**config.mk**
```make
export PLATFORM = sky130hd
export DESIGN_NAME = jtag_tap_debug_transport_core
export DESIGN_NICKNAME = d
export VERILOG_FILES = /design/src/jtd_pkg.sv /design/src/jtd_tap.sv /design/src/jtd_regs.sv /design/src/jtag_tap_debug_transport_core.sv
export SDC_FILE = /design/constraint.sdc
export NUM_CORES = 1
export LEC_CHECK = 0
export BUFFER_PORTS_ARGS = -buffer_cell sky130_fd_sc_hd__buf_2
export CORE_MARGIN = 4
export CORE_UTILIZATION = 24
export CTS_CLUSTER_SIZE = 16
export DETAILED_ROUTE_END_ITERATION = 6
export PLACE_DENSITY = 0.41
export SYNTH_ARGS = -nofsm -noshare
export SYNTH_HDL_FRONTEND = slang
export SYNTH_HIERARCHICAL = 1
export SYNTH_SLANG_ARGS = --single-unit
```
**constraint.sdc**
```tcl
create_clock -name clk -period 6.9 [get_ports clk]
set_input_delay 1.38 -clock clk [delete_from_list [all_inputs] [get_ports clk]]
set_output_delay 1.38 -clock clk [all_outputs]
set_load 0.005 [all_outputs]
```
**src/jtd_pkg.sv**
```systemverilog
// Shared types, codes and constants for the JTAG debug transport block.
package jtd_pkg;

  // Field widths fixed by the stream format
  localparam int unsigned MODE_W      = 2;
  localparam int unsigned DATA_W      = 32;
  localparam int unsigned ADDR_OUT_W  = 8;
  localparam int unsigned HINT_W      = 3;
  localparam int unsigned S_TDATA_W   = 40;
  localparam int unsigned M_TDATA_W   = 48;
  localparam int unsigned CFG_INDEX_W = 1;
  localparam int unsigned IR_CODE_W   = 8;

  // Defaults for the top-level parameters
  localparam int unsigned ADDRESS_BITS_DEF = 7;
  localparam int unsigned IR_BITS_DEF      = 5;

  // Item modes (tuser)
  localparam logic [MODE_W-1:0] MODE_PIN   = 2'd0;
  localparam logic [MODE_W-1:0] MODE_READ  = 2'd1;
  localparam logic [MODE_W-1:0] MODE_RESET = 2'd2;

  // Configuration register indexes
  localparam logic [CFG_INDEX_W-1:0] CFG_IDCODE    = 1'd0;
  localparam logic [CFG_INDEX_W-1:0] CFG_IDLE_HINT = 1'd1;

  // Configuration reset values
  localparam logic [DATA_W-1:0] IDCODE_RESET    = 32'hdeadbeef;
  localparam logic [HINT_W-1:0] IDLE_HINT_RESET = 3'd4;

  // Instruction codes
  localparam logic [IR_CODE_W-1:0] IR_IDCODE = 8'h01;
  localparam logic [IR_CODE_W-1:0] IR_DTMCS  = 8'h10;
  localparam logic [IR_CODE_W-1:0] IR_DMI    = 8'h11;
  localparam logic [IR_CODE_W-1:0] IR_BYPASS = 8'h1f;

  // DMI op field and DTMCS version
  localparam logic [1:0] DMI_OP_READ   = 2'd1;
  localparam logic [1:0] DMI_OP_WRITE  = 2'd2;
  localparam logic [3:0] DTMCS_VERSION = 4'd1;
  localparam int unsigned DMI_OP_W     = 2;

  typedef enum logic [3:0] {
    TAP_TLR     = 4'd0,
    TAP_IDLE    = 4'd1,
    TAP_SEL_DR  = 4'd2,
    TAP_CAP_DR  = 4'd3,
    TAP_SH_DR   = 4'd4,
    TAP_EX1_DR  = 4'd5,
    TAP_PAU_DR  = 4'd6,
    TAP_EX2_DR  = 4'd7,
    TAP_UPD_DR  = 4'd8,
    TAP_SEL_IR  = 4'd9,
    TAP_CAP_IR  = 4'd10,
    TAP_SH_IR   = 4'd11,
    TAP_EX1_IR  = 4'd12,
    TAP_PAU_IR  = 4'd13,
    TAP_EX2_IR  = 4'd14,
    TAP_UPD_IR  = 4'd15
  } tap_state_t;

  // Decodes of the current and the following TAP state
  typedef struct packed {
    logic at_sh_dr;
    logic at_sh_ir;
    logic to_tlr;
    logic to_cap_dr;
    logic to_sh_dr;
    logic to_sh_ir;
    logic to_upd_dr;
  } tap_ctrl_t;

  // Debug module access request
  typedef struct packed {
    logic                  valid;
    logic                  is_write;
    logic [ADDR_OUT_W-1:0] address;
    logic [DATA_W-1:0]     write_data;
  } dm_req_t;

endpackage

```
**src/jtd_tap.sv**
```systemverilog
// TAP controller: 16-state graph advanced on each rising test clock.
module jtd_tap (
  input  logic               clk,
  input  logic               rst,
  input  logic               step,
  input  logic               tms,
  output jtd_pkg::tap_ctrl_t ctrl
);

  jtd_pkg::tap_state_t state;
  jtd_pkg::tap_state_t state_next;

  always_ff @(posedge clk) begin
    if (rst) begin
      state <= jtd_pkg::TAP_TLR;
    end else if (step) begin
      state <= state_next;
    end
  end

  always_comb begin
    state_next = state;
    unique case (state)
      jtd_pkg::TAP_TLR:    state_next = tms ? jtd_pkg::TAP_TLR    : jtd_pkg::TAP_IDLE;
      jtd_pkg::TAP_IDLE:   state_next = tms ? jtd_pkg::TAP_SEL_DR : jtd_pkg::TAP_IDLE;
      jtd_pkg::TAP_SEL_DR: state_next = tms ? jtd_pkg::TAP_SEL_IR : jtd_pkg::TAP_CAP_DR;
      jtd_pkg::TAP_CAP_DR: state_next = tms ? jtd_pkg::TAP_EX1_DR : jtd_pkg::TAP_SH_DR;
      jtd_pkg::TAP_SH_DR:  state_next = tms ? jtd_pkg::TAP_EX1_DR : jtd_pkg::TAP_SH_DR;
      jtd_pkg::TAP_EX1_DR: state_next = tms ? jtd_pkg::TAP_UPD_DR : jtd_pkg::TAP_PAU_DR;
      jtd_pkg::TAP_PAU_DR: state_next = tms ? jtd_pkg::TAP_EX2_DR : jtd_pkg::TAP_PAU_DR;
      jtd_pkg::TAP_EX2_DR: state_next = tms ? jtd_pkg::TAP_UPD_DR : jtd_pkg::TAP_SH_DR;
      jtd_pkg::TAP_UPD_DR: state_next = tms ? jtd_pkg::TAP_SEL_DR : jtd_pkg::TAP_IDLE;
      jtd_pkg::TAP_SEL_IR: state_next = tms ? jtd_pkg::TAP_TLR    : jtd_pkg::TAP_CAP_IR;
      jtd_pkg::TAP_CAP_IR: state_next = tms ? jtd_pkg::TAP_EX1_IR : jtd_pkg::TAP_SH_IR;
      jtd_pkg::TAP_SH_IR:  state_next = tms ? jtd_pkg::TAP_EX1_IR : jtd_pkg::TAP_SH_IR;
      jtd_pkg::TAP_EX1_IR: state_next = tms ? jtd_pkg::TAP_UPD_IR : jtd_pkg::TAP_PAU_IR;
      jtd_pkg::TAP_PAU_IR: state_next = tms ? jtd_pkg::TAP_EX2_IR : jtd_pkg::TAP_PAU_IR;
      jtd_pkg::TAP_EX2_IR: state_next = tms ? jtd_pkg::TAP_UPD_IR : jtd_pkg::TAP_SH_IR;
      jtd_pkg::TAP_UPD_IR: state_next = tms ? jtd_pkg::TAP_SEL_DR : jtd_pkg::TAP_IDLE;
      default:             state_next = jtd_pkg::TAP_TLR;
    endcase
  end

  always_comb begin
    ctrl.at_sh_dr  = (state == jtd_pkg::TAP_SH_DR);
    ctrl.at_sh_ir  = (state == jtd_pkg::TAP_SH_IR);
    ctrl.to_tlr    = (state_next == jtd_pkg::TAP_TLR);
    ctrl.to_cap_dr = (state_next == jtd_pkg::TAP_CAP_DR);
    ctrl.to_sh_dr  = (state_next == jtd_pkg::TAP_SH_DR);
    ctrl.to_sh_ir  = (state_next == jtd_pkg::TAP_SH_IR);
    ctrl.to_upd_dr = (state_next == jtd_pkg::TAP_UPD_DR);
  end

endmodule

```
**src/jtd_regs.sv**
```systemverilog
// Instruction and data shift registers, capture and DMI update decode.
module jtd_regs #(
  parameter int unsigned ADDRESS_BITS = jtd_pkg::ADDRESS_BITS_DEF,
  parameter int unsigned IR_BITS      = jtd_pkg::IR_BITS_DEF
) (
  input  logic                        clk,
  input  logic                        rst,
  input  logic                        step,
  input  jtd_pkg::tap_ctrl_t          ctrl,
  input  logic                        tdi,
  input  logic                        rd_load,
  input  logic [jtd_pkg::DATA_W-1:0]  read_data,
  input  logic [jtd_pkg::DATA_W-1:0]  idcode_value,
  input  logic [jtd_pkg::HINT_W-1:0]  idle_hint,
  output logic                        tdo_next,
  output jtd_pkg::dm_req_t            req
);

  localparam int unsigned DR_W    = ADDRESS_BITS + jtd_pkg::DATA_W + jtd_pkg::DMI_OP_W;
  localparam int unsigned TOP_W   = $clog2(DR_W);
  localparam int unsigned ADDR_LO = jtd_pkg::DATA_W + jtd_pkg::DMI_OP_W;

  localparam logic [IR_BITS-1:0] CODE_IDCODE = IR_BITS'(jtd_pkg::IR_IDCODE);
  localparam logic [IR_BITS-1:0] CODE_DTMCS  = IR_BITS'(jtd_pkg::IR_DTMCS);
  localparam logic [IR_BITS-1:0] CODE_DMI    = IR_BITS'(jtd_pkg::IR_DMI);
  localparam logic [IR_BITS-1:0] CODE_BYPASS = IR_BITS'(jtd_pkg::IR_BYPASS);

  localparam logic [TOP_W-1:0] TOP_BYPASS = TOP_W'(0);
  localparam logic [TOP_W-1:0] TOP_WORD   = TOP_W'(jtd_pkg::DATA_W - 1);
  localparam logic [TOP_W-1:0] TOP_DMI    = TOP_W'(DR_W - 1);

  logic [IR_BITS-1:0]         ir;
  logic [IR_BITS-1:0]         ir_next;
  logic [DR_W-1:0]            dr;
  logic [DR_W-1:0]            dr_next;
  logic [TOP_W-1:0]           dr_top;      // data register length minus one
  logic [TOP_W-1:0]           dr_top_next;
  logic                       tdo_level;
  logic [jtd_pkg::DATA_W-1:0] last_read;
  logic [IR_BITS-1:0]         ir_shifted;
  logic [DR_W-1:0]            dr_shifted;
  logic [DR_W-1:0]            dtmcs_word;
  logic [jtd_pkg::DMI_OP_W-1:0] dmi_op;

  assign ir_shifted = {tdi, ir[IR_BITS-1:1]};
  assign dr_shifted = (dr >> 1) | (DR_W'(tdi) << dr_top);
  assign dtmcs_word = DR_W'({17'd0, idle_hint, 8'(ADDRESS_BITS), jtd_pkg::DTMCS_VERSION});
  assign dmi_op     = dr[jtd_pkg::DMI_OP_W-1:0];

  always_comb begin
    ir_next     = ir;
    dr_next     = dr;
    dr_top_next = dr_top;
    tdo_next    = tdo_level;
    if (step) begin
      if (ctrl.at_sh_dr) begin
        dr_next = dr_shifted;
      end
      if (ctrl.at_sh_ir) begin
        ir_next = ir_shifted;
      end
      if (ctrl.to_tlr) begin
        ir_next = CODE_IDCODE;
      end
      if (ctrl.to_cap_dr) begin
        unique case (ir)
          CODE_BYPASS: begin
            dr_next     = '0;
            dr_top_next = TOP_BYPASS;
          end
          CODE_IDCODE: begin
            dr_next     = DR_W'(idcode_value);
            dr_top_next = TOP_WORD;
          end
          CODE_DTMCS: begin
            dr_next     = dtmcs_word;
            dr_top_next = TOP_WORD;
          end
          CODE_DMI: begin
            dr_next     = DR_W'({last_read, 2'b00});
            dr_top_next = TOP_DMI;
          end
          default: begin
            // unknown instruction: keep the data register as it is
            dr_next     = dr;
            dr_top_next = dr_top;
          end
        endcase
      end
      if (ctrl.to_sh_dr) begin
        tdo_next = dr_next[0];
      end
      if (ctrl.to_sh_ir) begin
        tdo_next = ir_next[0];
      end
    end
  end

  always_comb begin
    req = '0;
    if (step && ctrl.to_upd_dr && (ir == CODE_DMI)) begin
      if (dmi_op == jtd_pkg::DMI_OP_READ) begin
        req.valid   = 1'b1;
        req.address = jtd_pkg::ADDR_OUT_W'(dr[ADDR_LO +: ADDRESS_BITS]);
      end else if (dmi_op == jtd_pkg::DMI_OP_WRITE) begin
        req.valid      = 1'b1;
        req.is_write   = 1'b1;
        req.address    = jtd_pkg::ADDR_OUT_W'(dr[ADDR_LO +: ADDRESS_BITS]);
        req.write_data = dr[jtd_pkg::DMI_OP_W +: jtd_pkg::DATA_W];
      end
    end
  end

  always_ff @(posedge clk) begin
    if (rst) begin
      ir        <= CODE_IDCODE;
      dr        <= '0;
      dr_top    <= TOP_BYPASS;
      tdo_level <= 1'b0;
      last_read <= '0;
    end else begin
      ir        <= ir_next;
      dr        <= dr_next;
      dr_top    <= dr_top_next;
      tdo_level <= tdo_next;
      if (rd_load) begin
        last_read <= read_data;
      end
    end
  end

`ifndef SYNTHESIS
  // a request only ever leaves on entry to Update-DR
  assert property (@(posedge clk) disable iff (rst)
    req.valid |-> (step && ctrl.to_upd_dr && (ir == CODE_DMI)))
    else $error("jtd_regs: request outside Update-DR");

  // Test-Logic-Reset always leaves IDCODE selected
  assert property (@(posedge clk) disable iff (rst)
    (step && ctrl.to_tlr) |=> (ir == CODE_IDCODE))
    else $error("jtd_regs: IDCODE not selected after Test-Logic-Reset");
`endif

endmodule

```
**src/jtag_tap_debug_transport_core.sv**
```systemverilog
// Top level: stream ports, input and result registers, configuration registers.
//
// JTAG TAP with a RISC-V debug transport. Each input item is one step: a pin
// sample (tuser 0), a read data return from the debug module (tuser 1) or a
// debug module reset request (tuser 2). Every item produces exactly one result
// carrying the held tdo level, any debug module access request and the reset
// pulse. Items are taken one per clock while the master side is not stalled;
// an item passes through an input register, one combinational TAP step and a
// result register, which presents its result on the master side. Throughput
// is one item per cycle while the master side accepts results; the TAP step
// updates the TAP state and shift registers, and a stalled master side holds
// both registers. Configuration (index 0 IDCODE value, index 1 idle hint) is
// to be written by the user through the cfg port only while no item is in
// flight; the block itself does not enforce this.
module jtag_tap_debug_transport_core #(
  parameter int unsigned ADDRESS_BITS = jtd_pkg::ADDRESS_BITS_DEF,
  parameter int unsigned IR_BITS      = jtd_pkg::IR_BITS_DEF
) (
  input  logic                                 clk,
  input  logic                                 rst,
  input  logic                                 s_tvalid,
  output logic                                 s_tready,
  // tck[0], tms[1], tdi[2], read_data[34:3], zero fill above
  input  logic [jtd_pkg::S_TDATA_W-1:0]        s_tdata,
  // mode[1:0]
  input  logic [jtd_pkg::MODE_W-1:0]           s_tuser,
  output logic                                 m_tvalid,
  input  logic                                 m_tready,
  // tdo[0], req_valid[1], req_is_write[2], req_address[10:3],
  // req_write_data[42:11], reset_pulse[43], zero fill above
  output logic [jtd_pkg::M_TDATA_W-1:0]        m_tdata,
  input  logic                                 cfg_valid,
  output logic                                 cfg_ready,
  input  logic [jtd_pkg::CFG_INDEX_W-1:0]      cfg_index,
  input  logic [jtd_pkg::DATA_W-1:0]           cfg_data
);

  // input register
  logic                        in_valid;
  logic [jtd_pkg::MODE_W-1:0]  in_mode;
  logic                        in_tck;
  logic                        in_tms;
  logic                        in_tdi;
  logic [jtd_pkg::DATA_W-1:0]  in_read_data;

  // result register
  logic                        out_tdo;
  jtd_pkg::dm_req_t            out_req;
  logic                        out_reset_pulse;

  logic [jtd_pkg::DATA_W-1:0]  idcode_value;
  logic [jtd_pkg::HINT_W-1:0]  idle_hint;
  logic                        prev_tck;

  logic                        advance;
  logic                        fire;
  logic                        is_pin;
  logic                        tap_step;
  logic                        rd_load;
  logic                        tdo_next;
  jtd_pkg::dm_req_t            req;
  jtd_pkg::tap_ctrl_t          ctrl;

  assign advance  = !m_tvalid || m_tready;
  assign fire     = in_valid && advance;
  assign s_tready = !in_valid || advance;
  assign is_pin   = (in_mode == jtd_pkg::MODE_PIN);
  assign tap_step = fire && is_pin && !prev_tck && in_tck;
  assign rd_load  = fire && (in_mode == jtd_pkg::MODE_READ);
  assign cfg_ready = 1'b1;

  always_ff @(posedge clk) begin
    if (rst) begin
      in_valid <= 1'b0;
    end else if (s_tready) begin
      in_valid <= s_tvalid;
    end
  end

  always_ff @(posedge clk) begin
    if (s_tvalid && s_tready) begin
      in_mode      <= s_tuser;
      in_tck       <= s_tdata[0];
      in_tms       <= s_tdata[1];
      in_tdi       <= s_tdata[2];
      in_read_data <= s_tdata[3 +: jtd_pkg::DATA_W];
    end
  end

  always_ff @(posedge clk) begin
    if (rst) begin
      prev_tck <= 1'b0;
    end else if (fire && is_pin) begin
      prev_tck <= in_tck;
    end
  end

  always_ff @(posedge clk) begin
    if (rst) begin
      idcode_value <= jtd_pkg::IDCODE_RESET;
      idle_hint    <= jtd_pkg::IDLE_HINT_RESET;
    end else if (cfg_valid && cfg_ready) begin
      unique case (cfg_index)
        jtd_pkg::CFG_IDCODE:    idcode_value <= cfg_data;
        jtd_pkg::CFG_IDLE_HINT: idle_hint    <= cfg_data[jtd_pkg::HINT_W-1:0];
        default:                ;
      endcase
    end
  end

  jtd_tap u_tap (
    .clk  (clk),
    .rst  (rst),
    .step (tap_step),
    .tms  (in_tms),
    .ctrl (ctrl)
  );

  jtd_regs #(
    .ADDRESS_BITS (ADDRESS_BITS),
    .IR_BITS      (IR_BITS)
  ) u_regs (
    .clk          (clk),
    .rst          (rst),
    .step         (tap_step),
    .ctrl         (ctrl),
    .tdi          (in_tdi),
    .rd_load      (rd_load),
    .read_data    (in_read_data),
    .idcode_value (idcode_value),
    .idle_hint    (idle_hint),
    .tdo_next     (tdo_next),
    .req          (req)
  );

  always_ff @(posedge clk) begin
    if (rst) begin
      m_tvalid <= 1'b0;
    end else if (fire) begin
      m_tvalid <= 1'b1;
    end else if (m_tready) begin
      m_tvalid <= 1'b0;
    end
  end

  always_ff @(posedge clk) begin
    if (fire) begin
      out_tdo         <= tdo_next;
      out_req         <= req;
      out_reset_pulse <= (in_mode == jtd_pkg::MODE_RESET);
    end
  end

  assign m_tdata = {4'd0, out_reset_pulse, out_req.write_data, out_req.address,
                    out_req.is_write, out_req.valid, out_tdo};

`ifndef SYNTHESIS
  // every item taken from the input register yields a result
  assert property (@(posedge clk) disable iff (rst)
    fire |=> m_tvalid)
    else $error("core: result lost");

  // a stalled input register keeps its item
  assert property (@(posedge clk) disable iff (rst)
    (in_valid && !advance) |=> in_valid)
    else $error("core: stalled item dropped");

  // a write request is always a valid request
  assert property (@(posedge clk) disable iff (rst)
    (m_tvalid && out_req.is_write) |-> out_req.valid)
    else $error("core: write flag without request");

  // a reset request never carries a debug module access
  assert property (@(posedge clk) disable iff (rst)
    (m_tvalid && out_reset_pulse) |-> !out_req.valid)
    else $error("core: access and reset in one result");
`endif

endmodule
```
==> metrics.yaml <==
synth-seq-area-share: 0.5437
p_leak_nw: 3.857
postCtsHoldBufs: 0
clock.fmax_ghz: 0.2585
syn-cell-area_mm2: 0.009039
die-area_mm2: 0.04083
drv_cap: 0
start_kind: "input port"
status: "finished, final reports clean"
slew_headroom: 0.2687
synth_area_leader_cell: "dfxtp_1"
worst_slew_pin_slew_ps: 1097
grt_use_total: 0.1204
setup_viol: 0
yosys_most_used_dff: "dfxtp_1"
synth.most_common_cell: "dfxtp_1"
synth_edf_count: 81
cp.arrival_ps: 4240
avgSynthCellArea_um2: 10.70
viasPerCell: 4.439
synthCells: 845
cts-root-buf: "clkbuf_16"
pre_cts_slack_ps: 2444
clockBufferDepth: 3
io_pins: 131
ir_worst_vdd_uv: 143.8
fp.dieH_um: 202.1
wl_per_cell_um: 17.49
final_cells: 1452
yosys-top-cells-area: "dfxtp_1 27%, edfxtp_1 27%, a311oi_2 4.2%, nand2_1 4.1%, mux2i_1 4.0%"
dp_hpwl_um: 16760
cp.required_ps: 7270
fin_util: 0.2916
worstHoldPathType: "reg2reg"
diodes: 0
dr.pass1.iters: 4
setup.worst_path.end_class: "flop"
place_inst: 1406
synthArstFlopShare: 0
drv_slew: 0
grt_pass1_vias: 6453
rsz0062_at_grt: "no"
die_x_um: 202.1
crit_type: "in2reg"
cts_inserted_buffers: 25
grt_overflow_total: 0
cts_resized: 0
powerDensity_mw_per_mm2: 250.1
drive_gt1_frac: 0.2300
clock_skew_ps: 9.298
route.antenna.remaining_nets: 0
fin_hold_ws_ps: 452.6
cts_tree: "yes"
path_clk_slew_ps: 60
grt_pass1_wl_um: 39600
htree_num_levels: 1
finalInstanceArea_mm2: 0.01075
fin_crit_ps: 3868
finalCritPeriodShare: 0.5606
finalPower_mw: 2.689
report.final.hold_viol_count: 0
layout_setup_ws_ps: 3032
critical_path.max_fanout: 32
fp.coreArea_mm2: 0.03687
ys_top_cells_by_count: "124 x dfxtp_1, 99 x nand2_1, 81 x edfxtp_1"
clock_latency_ps: 520
initialDrtViolationCount: 463
yosysUniqueCellTypes: 67
antenna_found_initial: 1
postCtsSetupRepairBufs: 0
placedInstanceArea_mm2: 0.009992
fillers: 3875
synth_top_area_frac: 0.2746
synth_seq_cells: 205
vias: 6445
grt_max_degree: 71
routed_wirelength_um: 25400
portBuffers: 120
drc: 0
final_nets: 1012
initial_core_util: 0.2451
clkSinkCount: 205
num_rows: 70
yosys_warnings: 6
fin_setup_tns_ps: 0
finalWeightedCongestion: 0.7338
area_growth_pct: 18.95
==> registers in the layout, summed over array words and instances (netlist names), 2 cells and up <==
signal            flops
m_tdata              42
idle_hint             3
in_read_data         32
u_regs/last_read     32
u_regs/ir             5
in_mode               2
u_regs/dr_top         3
u_tap/state           4
idcode_value         32
u_regs/dr            41
==> path summary, 6_finish.rpt <==
kind                    start                to  slack (ps)  depth (start not counted)
max reg2reg        in_mode[1]      u_regs/dr[3]        3560                          8
min reg2reg  idcode_value[29]  idcode_value[29]         450                          2
min          idcode_value[29]  idcode_value[29]         450                          2
max                  m_tready      u_regs/dr[3]        3030                         10
==> layer usage <==
metal / wire length, um / GRT usage / part of all wire
met1: 13100 / 0.1891 / 0.52
met2: 10450 / 0.1698 / 0.41
met3: 1376 / 0.01941 / 0.054
met4: 459 / 0.03101 / 0.018
met5: 13 / 0 / 0.00051
==> cells in the final DEF, fill, tap and decap left out, types with 7 or more instances in the layout <==
cell type | synthesis | final
nor2_1 | 57 | 57
o21ai_0 | 7 | 7
clkbuf_1 | 35 | 9
and3_1 | 51 | 51
dfxtp_1 | 124 | 124
and2_1 | 40 | 39
a21oi_1 | 17 | 16
buf_2 | 17 | 119
a311oi_2 | 25 | 25
inv_1 | 15 | 15
nor3_1 | 37 | 36
nand2b_1 | 7 | 7
clkbuf_16 | 0 | 25
nor2b_1 | 10 | 8
nand3b_1 | 26 | 26
nand3_1 | 7 | 7
buf_4 | 8 | 12
edfxtp_1 | 81 | 81
mux2i_1 | 36 | 36
nand2_1 | 99 | 99
a32oi_1 | 12 | 12
o211ai_1 | 26 | 26
==> area by class of cell <==
type	instances	area (um2)	share of cell area
clock buffer	38	714.4	0.06645
clock inverter	8	45.04	0.004189
inverter	17	63.81	0.005935
multi-input combinational	549	3697	0.3439
sequential	205	4915	0.4571
tap	504	630.6	0.05865
timing repair buffer	131	685.7	0.06377
==> kinds of logic (layout without fill, tap and decap cells) <==
logic type / count (synthesis) / count (layout) / synth area share
fa+ha+maj: 3 / 3 / 0.004153
mux: 36 / 36 / 0.03987
flops: 205 / 205 / 0.5437
buf+inv: 94 / 194 / 0.05177
xor+xnor: 1 / 1 / 0.0009692
simple gates: 366 / 366 / 0.2179
compound gates: 137 / 137 / 0.1404
other cells: 3 / 6 / 0.001246
==> report_power, final <==
part	internal, mW	total [mW]	switching (mW)	leakage (nW)
Combinational	0.0560	0.137	0.0807	1.72
Clock	0.712	1.23	0.517	0.375
Sequential	1.30	1.32	0.0195	1.76
Total	2.07	2.69	0.617	3.86
==> critical path, stage by stage <==
cell      delay [ps]
buf_2            100
nor2b_4           50
or4b_4           500
nor3b_2          490
buf_4            350
and3b_1          470
a31oi_4          120
nand2_1          110
buf_4            460
a311oi_2         180
No activity file was read; power rests on OpenSTA's default activity.
